<file path="src/rtl/pfa_pkg.sv">
// Shared constants, codes and control types of the physical frame allocator.
package pfa_pkg;

   localparam int ADDRESS_BITS     = 48;
   localparam int REGION_SLOTS     = 256;
   localparam int KERNEL_SLOTS     = 256;
   localparam int FREE_QUEUE_DEPTH = 1024;

   localparam int OFFSET_BITS = 12;
   localparam int FRAME_BITS  = ADDRESS_BITS - OFFSET_BITS;
   localparam int CAND_BITS   = FRAME_BITS + 1;
   localparam int REGION_IDX  = (REGION_SLOTS > 1) ? $clog2(REGION_SLOTS) : 1;
   localparam int KERNEL_IDX  = (KERNEL_SLOTS > 1) ? $clog2(KERNEL_SLOTS) : 1;
   localparam int SLOT_IDX    = (REGION_IDX > KERNEL_IDX) ? REGION_IDX : KERNEL_IDX;
   localparam int REGION_CNT  = $clog2(REGION_SLOTS + 1);
   localparam int KERNEL_CNT  = $clog2(KERNEL_SLOTS + 1);
   localparam int QUEUE_IDX   = $clog2(FREE_QUEUE_DEPTH);
   localparam int QUEUE_CNT   = $clog2(FREE_QUEUE_DEPTH + 1);
   localparam int GUARD_BITS  = $clog2(KERNEL_SLOTS + 2);
   localparam logic [GUARD_BITS-1:0] GUARD_LAST = GUARD_BITS'(KERNEL_SLOTS + 1);

   localparam logic [1:0] CMD_ADD_USABLE = 2'd0;
   localparam logic [1:0] CMD_ADD_KERNEL = 2'd1;
   localparam logic [1:0] CMD_ALLOCATE   = 2'd2;
   localparam logic [1:0] CMD_FREE       = 2'd3;

   localparam logic [1:0] STATUS_OK         = 2'd0;
   localparam logic [1:0] STATUS_EMPTY      = 2'd1;
   localparam logic [1:0] STATUS_MISALIGNED = 2'd2;
   localparam logic [1:0] STATUS_FULL       = 2'd3;

   typedef struct packed {
      logic latch_req;
      logic decode;
      logic u_start;
      logic u_read;
      logic u_eval;
      logic u_done;
      logic k_read;
      logic k_eval;
      logic got;
      logic fail_scan;
      logic pop_read;
      logic pop_data;
      logic finish;
   } dp_cmd_type;

   typedef struct packed {
      logic [1:0] command;
      logic       exhausted;
      logic       at_frame_max;
      logic       usable_empty;
      logic       u_last;
      logic       found;
      logic       kernel_empty;
      logic       k_last;
      logic       k_hit;
      logic       guard_last;
      logic       queue_empty;
      logic       rsp_free;
   } dp_status_type;

endpackage

</file>
<file path="src/rtl/pfa_ctrl.sv">
// Controller state machine that sequences requests and the region scan.
module pfa_ctrl import pfa_pkg::*; (
   input  logic          clock,
   input  logic          reset,
   input  logic          req_valid,
   output logic          req_stall,
   input  dp_status_type st,
   output dp_cmd_type    cmd
);

   localparam logic [3:0] S_IDLE    = 4'd0;
   localparam logic [3:0] S_DECODE  = 4'd1;
   localparam logic [3:0] S_USTART  = 4'd2;
   localparam logic [3:0] S_UREAD   = 4'd3;
   localparam logic [3:0] S_UEVAL   = 4'd4;
   localparam logic [3:0] S_UDONE   = 4'd5;
   localparam logic [3:0] S_KREAD   = 4'd6;
   localparam logic [3:0] S_KEVAL   = 4'd7;
   localparam logic [3:0] S_GOT     = 4'd8;
   localparam logic [3:0] S_FAIL    = 4'd9;
   localparam logic [3:0] S_POP     = 4'd10;
   localparam logic [3:0] S_POPDATA = 4'd11;
   localparam logic [3:0] S_FINISH  = 4'd12;

   logic [3:0] state_ff;
   logic [3:0] state_in;

   assign req_stall = (state_ff != S_IDLE);

   always_comb begin
      state_in = state_ff;
      cmd      = '0;
      unique case (state_ff)
         S_IDLE: begin
            if (req_valid) begin
               cmd.latch_req = 1'b1;
               state_in      = S_DECODE;
            end
         end
         S_DECODE: begin
            cmd.decode = 1'b1;
            if (st.command != CMD_ALLOCATE) begin
               state_in = S_FINISH;
            end else if (st.exhausted) begin
               state_in = S_POP;
            end else if (st.at_frame_max) begin
               state_in = S_FAIL;
            end else begin
               state_in = S_USTART;
            end
         end
         S_USTART: begin
            cmd.u_start = 1'b1;
            state_in    = st.usable_empty ? S_FAIL : S_UREAD;
         end
         S_UREAD: begin
            cmd.u_read = 1'b1;
            state_in   = S_UEVAL;
         end
         S_UEVAL: begin
            cmd.u_eval = 1'b1;
            state_in   = st.u_last ? S_UDONE : S_UREAD;
         end
         S_UDONE: begin
            cmd.u_done = 1'b1;
            if (!st.found) begin
               state_in = S_FAIL;
            end else if (st.kernel_empty) begin
               state_in = S_GOT;
            end else begin
               state_in = S_KREAD;
            end
         end
         S_KREAD: begin
            cmd.k_read = 1'b1;
            state_in   = S_KEVAL;
         end
         S_KEVAL: begin
            cmd.k_eval = 1'b1;
            if (st.k_hit) begin
               state_in = st.guard_last ? S_FAIL : S_USTART;
            end else begin
               state_in = st.k_last ? S_GOT : S_KREAD;
            end
         end
         S_GOT: begin
            cmd.got  = 1'b1;
            state_in = S_FINISH;
         end
         S_FAIL: begin
            cmd.fail_scan = 1'b1;
            state_in      = S_POP;
         end
         S_POP: begin
            cmd.pop_read = 1'b1;
            state_in     = st.queue_empty ? S_FINISH : S_POPDATA;
         end
         S_POPDATA: begin
            cmd.pop_data = 1'b1;
            state_in     = S_FINISH;
         end
         S_FINISH: begin
            if (st.rsp_free) begin
               cmd.finish = 1'b1;
               state_in   = S_IDLE;
            end
         end
         default: begin
            state_in = S_IDLE;
         end
      endcase
   end

   always_ff @(posedge clock) begin
      if (reset) begin
         state_ff <= S_IDLE;
      end else begin
         state_ff <= state_in;
      end
   end

endmodule

</file>
<file path="config.mk">
export PLATFORM = sky130hd
export DESIGN_NAME = pfa_ctrl
export DESIGN_NICKNAME = d
export VERILOG_FILES = /design/src/rtl/pfa_pkg.sv /design/src/rtl/pfa_ctrl.sv
export SDC_FILE = /design/constraint.sdc
export NUM_CORES = 1
export LEC_CHECK = 0
export BUFFER_PORTS_ARGS = -buffer_cell sky130_fd_sc_hd__clkbuf_2
export CELL_PAD_IN_SITES_DETAIL_PLACEMENT = 0
export CELL_PAD_IN_SITES_GLOBAL_PLACEMENT = 1
export CORE_UTILIZATION = 24
export DETAILED_ROUTE_END_ITERATION = 6
export HOLD_SLACK_MARGIN = 0.1
export PLACE_DENSITY_LB_ADDON = 0.1
export SYNTH_ARGS = -nofsm -noshare
export SYNTH_HDL_FRONTEND = slang
export SYNTH_SLANG_ARGS = --single-unit
export TNS_END_PERCENT = 10
</file>
<file path="constraint.sdc">
create_clock -name clock -period 1.5 [get_ports clock]
set_clock_uncertainty 0.2 [all_clocks]
set_input_delay 0.3 -clock clock [delete_from_list [all_inputs] [get_ports clock]]
set_output_delay 0.3 -clock clock [all_outputs]
set_load 0.05 [all_outputs]
</file>
Word level (Yosys, flattened, before mapping)

Cells that the tools add are included.

Equal/unequal tests: 15
Mux-type cells: 29
Reductions and logical operators: 4

Operators by type and width:

| cell                 | number |
|---|---|
| $pmux W4 S12         | 1 |
| $mux W4              | 11 |
| $eq A4 B4 Y1 const B | 5 |
| $eq A4 B3 Y1 const B | 4 |
| $mux W1              | 15 |
| $eq A4 B2 Y1 const B | 2 |
| $mux W3              | 2 |
| $ne A2 B2 Y1 const B | 3 |
| $eq A4 B1 Y1 const B | 1 |
| $logic_not A4 Y1     | 1 |
| $reduce_bool A4 Y1   | 1 |
| $reduce_and A2 Y1    | 1 |
| $reduce_or A2 Y1     | 1 |

Flip-flop bits (word level): 4

Depth between registers and ports, before layout

Gate-level depths: netlist of run 1.

Depth in word-level cells: 4
Gate-level depth with buffers: 5
Depth with buffers taken out: 4

Worst setup path after synthesis of run 1

OpenSTA, ideal clock, no wires.

Path kind: register to output
Start: register state_ff[1]
End: output port cmd[6] (netlist name)
Data arrival time: 1.837 ns
Stages on the path, launching flop included: 4
Data required time: 1.000 ns
Slack: -0.837 ns
Path through: dfxtp_1 -> clkbuf_1 -> nand2_1 -> nor3_1

RTL lines:

| element                  | RTL line        | source |
|---|---|---|
| start: declaration       | pfa_ctrl.sv:25  | `logic [3:0] state_ff;` |
| start signal: assignment | pfa_ctrl.sv:118 | `state_ff <= state_in;` |
| end: declaration         | pfa_ctrl.sv:8   | `output dp_cmd_type cmd` |

==> flow_summary.toml, run 1 <==
[critical_path]
cpLargestDelayFamily = "simple AND/OR/NAND/NOR gates"
startpoint_type = "flip-flop"
cp.depth = 3
path_cells = "or4b_4 > clkinvlp_4 > clkbuf_16"
slowest_stage = "or4b_4"
timing_worst_setup_path_type = "flip-flop to primary output"
critPathBufInv = 2
required_ns = 1.00
r2r-end = "state_ff[0]$_SDFFE_PP0P_"
rr_startpoint = "state_ff[3]$_SDFFE_PP0P_"
max_stage_delay_ns = 0.54
ff2ff_path_depth = 4
crit_fanout = 6
crit_path_end_kind = "primary output"
rrSetupSlack_ns = -0.23
cp.arrival_ns = 1.36

[global_route]
grt_usage_pct = 17.03
antenna_found_initial = 0
grt_pass1_wl_mm = 2.766
grt_start_max_net_pins = 13
grt_pass1_vias = 624
grt_remaining_overflow = 0

[finish]
syn_to_final_growth_pct = 122.3
final_area_sq_mm = 0.001074
layout-drive-gt1-share_pct = 61.54
top_regs = "state_ff (4)"
largest_reg_flops = 4
nets = 135
max_flop_register = "state_ff"
diodes = 0

[route]
routed_wl_mm = 1.718
firstDrtPassIters = 4
drt_first_iter_violations = 4
vias = 696
postRouteAntennaNets = 0
viasPerCell = 4.901
wl_per_cell_microns = 12.10
drc = 0

[die]
dieArea_sq_mm = 0.002196
die_h_microns = 46.86
die_w_microns = 46.86
rows = 15
core_area_sq_mm = 0.001802
io_pins = 30
start_util_pct = 26.81

[clocking]
path_clk_slew_ns = 0.04
htree_levels = 1
clock-sinks = 4
cts_buffer_depth = 2
root_buffer = "clkbuf_4"
cts_buffers = 3
clk_latency_ns = 0.23
cts_tree = "yes"

[synthesis]
netlist_area_sq_um = 483.0
seq_area_frac_synth_pct = 16.58
synthCells = 74
syn_nets = 90
ys_ff_latch = 4
yosysWarnings = 0
syn_area_per_cell_sq_um = 6.527
synth_cell_types = 26

[placement]
dp_hpwl_mm = 1.342
placed_area_sq_um = 878.3
io_buffers = 29
gp_congestion = 0.7519

[sta]
totalNegativeSetupSlack_ns = -3.576
hold_viol = 0
fin_crit_sh_pct = 123.8
finalSetupViolations = 17
relSlewSlack_pct = 75.71
fin_ws_ns = -0.3575
maxClockFrequency_ghz = 0.5384
post-route-min-period_ns = 1.858
tightestPinTransition_ns = 0.3634
rsz0062_at_grt = "true"
maxSlewViolCount = 0

[min_path]
min_from = "st[6]"
hold_path_class = "primary input to flip-flop"
holdPathEnd = "state_ff[0]$_SDFFE_PP0P_"
holdPathStages = 4

[status]
violations = "negative setup slack"
status = "finished, violations left"

[pwr]
power_leakage_nw = 0.4381
power_density_mw_per_mm2 = 2048
ir_worst_vdd_uv = 1645

[run]
max-cap-violations = 0
repair_timing:
action	in CTS	in global routing
hold buffers	1	0
setup endpoints to repair	17	18
resized for setup	32	13
hold endpoints to repair	3	0
buffers inserted	1	0
pin swaps	5	1
synthesized netlist by cell type (all sizes together):
master   number  area share (%)
clkbuf        4             3.1
mux2i         1             2.1
nand2b        6             7.8
inv           4             3.1
and2          1             1.3
a311oi        1             1.8
or2b          1             1.6
and2b         1             1.6
a31oi         3             3.9
o21ai         5             5.2
or4b          1             2.8
nor2b         4             5.2
nand3         3             3.1
o31ai         1             1.6
a221oi        1             1.8
nand2         3             2.3
and3          1             1.3
a21oi         4             4.1
nor2          9             7.0
nor4bb        2             4.1
o21a          3             4.7
a2111oi       1             1.8
o32a          1             2.1
dfxtp         4              17
a2bb2oi       1             1.8
nor3          8             8.3
power breakdown:
part / leakage [nW] / internal (mW) / switching [mW]
Clock: 0.0138 / 0.0892 / 0.0390
Sequential: 0.0341 / 0.164 / 0.0542
Combinational: 0.390 / 0.791 / 1.06
worst max-delay path by stage:
stage / startpoint / endpoint
final: state_ff[3]$_SDFFE_PP0P_ / cmd[11]
after global routing: state_ff[3]$_SDFFE_PP0P_ / cmd[11]
after CTS: state_ff[3]$_SDFFE_PP0P_ / cmd[11]
after detailed placement: state_ff[1]$_SDFFE_PP0P_ / state_ff[1]$_SDFFE_PP0P_
after global placement: state_ff[3]$_SDFFE_PP0P_ / state_ff[0]$_SDFFE_PP0P_
after floorplan: state_ff[2]$_SDFFE_PP0P_ / cmd[2]
cells by family (layout without fill, tap and decap cells):
kind of cell    count (synthesis)  count (layout)  share of synthesized area [%]
compound gates                 21              21                          28.76
buf+inv                         8              51                          6.216
flops                           4               4                          16.58
mux                             1               1                          2.073
simple gates                   40              40                          46.37
metrics by stage:
step / util [%] / hold WS [ns] / std cells / worst slack (ns) / power [mW]
2_1_floorplan: - / 0.1617 / 74 / -0.1605 / 1.363
3_3_place_gp: 48.75 / 0.3245 / 137 / -0.2382 / 1.769
4_1_cts: 58.19 / 0.2475 / 142 / -0.3574 / 2.145
5_1_grt: 59.58 / 0.2685 / 142 / -0.3909 / 2.333
3_5_place_dp: 48.75 / 0.3221 / 137 / -0.2541 / 1.756
6_report: 59.58 / 0.2479 / 142 / -0.3575 / 2.198
tightest hold or removal path, delay by kind of cell:
kind | cells | cell delay (ns)
AND/OR/NAND/NOR | 1 | 0.10
AO/OA/AOI/OAI | 2 | 0.13
buffers and inverters | 1 | 0.09
per-layer routing:
metal  GRT usage (%)  part of all wire [%]  up-vias
met2           28.33                    48       22
met1           25.40                    47      316
met4               0                     0        0
met5               0                     0        -
li1                -                     -      358
met3           1.538                   4.4        0
placed cells by master (no fill, tap or decap), types with 2 or more instances in the layout:
cell	synthesis	routed
nor2_4	0	4
buf_6	0	3
a31oi_1	3	3
clkbuf_8	0	2
a21oi_1	4	3
nand2b_1	6	3
buf_4	0	12
nor3_4	0	6
nor2_2	0	2
o21a_1	3	3
nor3_1	8	2
inv_1	4	3
nor2_1	9	3
nand2_2	0	2
nand2b_4	0	2
buf_8	0	7
o21ai_0	5	5
nor4bb_1	2	2
clkbuf_4	0	5
nand3_1	3	3
dfxtp_2	0	3
clkbuf_2	0	15
nor2b_1	4	4
area by class of cell:
cell class,count,area [sq um]
multi-input combinational,62,515.5
timing repair buffer,44,401.6
inverter,4,18.77
tap,25,31.28
clock buffer,3,22.52
fill,170,728.2
sequential,4,83.83
Note: power is estimated with default switching activity, not from simulation.
==> run 2, diff against run 1 <==
- GPL_TIMING_DRIVEN: unset -> 0
- RECOVER_POWER: unset -> 25
==> flow_summary.toml, run 2 (synthesis results as in run 1) <==
[critical_path]
required_ns = 1.00
crit_path_end_kind = "primary output"
r2r-end = "state_ff[0]$_SDFFE_PP0P_"
rrSetupSlack_ns = -0.26
crit_start = "state_ff[3]$_SDFFE_PP0P_"
ff2ff_path_depth = 4
cp.arrival_ns = 1.41
startpoint_type = "flip-flop"
timing_worst_setup_path_type = "flip-flop to primary output"
crit_fanout = 7
rr_startpoint = "state_ff[3]$_SDFFE_PP0P_"

[global_route]
grt_start_max_net_pins = 11
grt_usage_pct = 18.78
antenna_found_initial = 0
grt_remaining_overflow = 0
grt_pass1_wl_mm = 2.856
grt_pass1_vias = 585

[placement]
gp_congestion = 0.7578
dp_hpwl_mm = 1.312
io_buffers = 29

[finish]
syn_to_final_growth_pct = 117.1
layout-drive-gt1-share_pct = 61.61
final_util_pct = 58.19
top_regs = "state_ff (4)"
final_common_cell = "clkbuf_2"
largest_reg_flops = 4
fillCellCount = 180
max_flop_register = "state_ff"
nets = 130
multi_input_area_sq_um = 511.7
diodes = 0
final_cell_mix = "clkbuf_2 (15), clkbuf_4 (8), buf_8 (8), buf_4 (6), nor3_4 (6)"
register_area_sq_um = 92.59

[sta]
maxClockFrequency_ghz = 0.5229
post-route-min-period_ns = 1.912
rsz0062_at_grt = "true"
finalSetupViolations = 18
hold_viol = 0
relSlewSlack_pct = 76.43
totalNegativeSetupSlack_ns = -4.092
fin_ws_ns = -0.4124
fin_crit_sh_pct = 127.5
tightestPinTransition_ns = 0.3447
maxSlewViolCount = 0

[min_path]
hold_path_class = "primary input to flip-flop"
holdPathEnd = "state_ff[0]$_SDFFE_PP0P_"
holdPathStages = 3
min_from = "req_valid"

[clocking]
clock-sinks = 4
cts_buffers = 3
htree_levels = 1
clk_latency_ns = 0.24
cts_buffer_depth = 2
root_buffer = "clkbuf_4"
cts_tree = "yes"
path_clk_slew_ns = 0.04

[route]
wl_per_cell_microns = 13.18
postRouteAntennaNets = 0
drc = 0
firstDrtPassIters = 4
drt_first_iter_violations = 9
vias = 704
routed_wl_mm = 1.806
viasPerCell = 5.139

[pwr]
switchingPower_mw = 1.165
combPwrFrac_pct = 80.5
internal-power_mw = 1.032
p_seq_share_pct = 13.1
power_leakage_nw = 0.4148
clkPwrFrac_pct = 6.4
power_density_mw_per_mm2 = 2095
netSwitchingFraction_pct = 53.02
ir_worst_vdd_uv = 1506

[die]
core_area_sq_mm = 0.001802
dieArea_sq_mm = 0.002196
io_pins = 30
start_util_pct = 26.81
die_w_microns = 46.86
rows = 15
die_h_microns = 46.86

[run]
max-cap-violations = 0

[status]
violations = "negative setup slack"
status = "finished, violations left"
run 2: how the worst max path moves through the flow:
| stage | endpoint | slack [ns] | cells after the start |
|---|---|---|---|
| 2_1_floorplan | cmd[2] | -0.16 | 2 |
| 3_3_place_gp | cmd[12] | -0.38 | 4 |
| 3_5_place_dp | cmd[12] | -0.36 | 4 |
| 4_1_cts | cmd[11] | -0.41 | 3 |
| 5_1_grt | cmd[11] | -0.45 | 3 |
| 6_report | cmd[11] | -0.41 | 3 |
run 2: cell type report:
class	count	share of cell area (%)
Multi-Input combinational cell	62	48.81
Timing Repair Buffer	35	29.12
Sequential cell	4	8.831
Buffer	4	6.325
Tap cell	25	2.983
Clock buffer	3	2.148
Inverter	4	1.790
run 2: stage by stage:
step                hold WS [ns]  std cells  cell area, sq um  total power, mW  setup WS [ns]
CTS                       0.1832        134             979.7            2.054        -0.4115
finish                    0.1988        137              1049            2.196        -0.4124
floorplan                 0.1617         74             626.9            1.363        -0.1605
global route              0.2212        137              1049            2.341        -0.4541
detailed placement        0.3232        128             803.3            1.627        -0.3565
global placement          0.3289        128             803.3            1.631        -0.3751
run 2: routing by layer:
layer / routed length, microns / GRT usage, % / part of all wire [%] / vias up
met5: 0 / 0 / 0 / -
met4: 6 / 5.143 / 0.33 / 0
met3: 94 / 5.000 / 5.2 / 3
met2: 882 / 27.78 / 49 / 23
met1: 822 / 26.85 / 46 / 330
li1: - / - / - / 348
run 2: worst max-delay path, stage by stage (launching register included):
cell        delay [ns]
dfxtp_4           0.36
or4b_4            0.56
clkinvlp_4        0.10
clkbuf_16         0.15
run 2: power groups by stage:
stage / Clock, mW / Sequential (mW) / Combinational (mW)
after floorplan: 0 / 0.234 / 1.13
after global placement: 0 / 0.268 / 1.36
after detailed placement: 0 / 0.267 / 1.36
after CTS: 0.143 / 0.285 / 1.63
after global routing: 0.162 / 0.300 / 1.88
final: 0.140 / 0.289 / 1.77
run 2: timing repair:
action,CTS,global route
buffers inserted,2,3
hold buffers,1,0
endpoints found under the hold margin,3,0
resized for setup,31,24
pin swaps,5,3
endpoints found under the setup margin,18,18
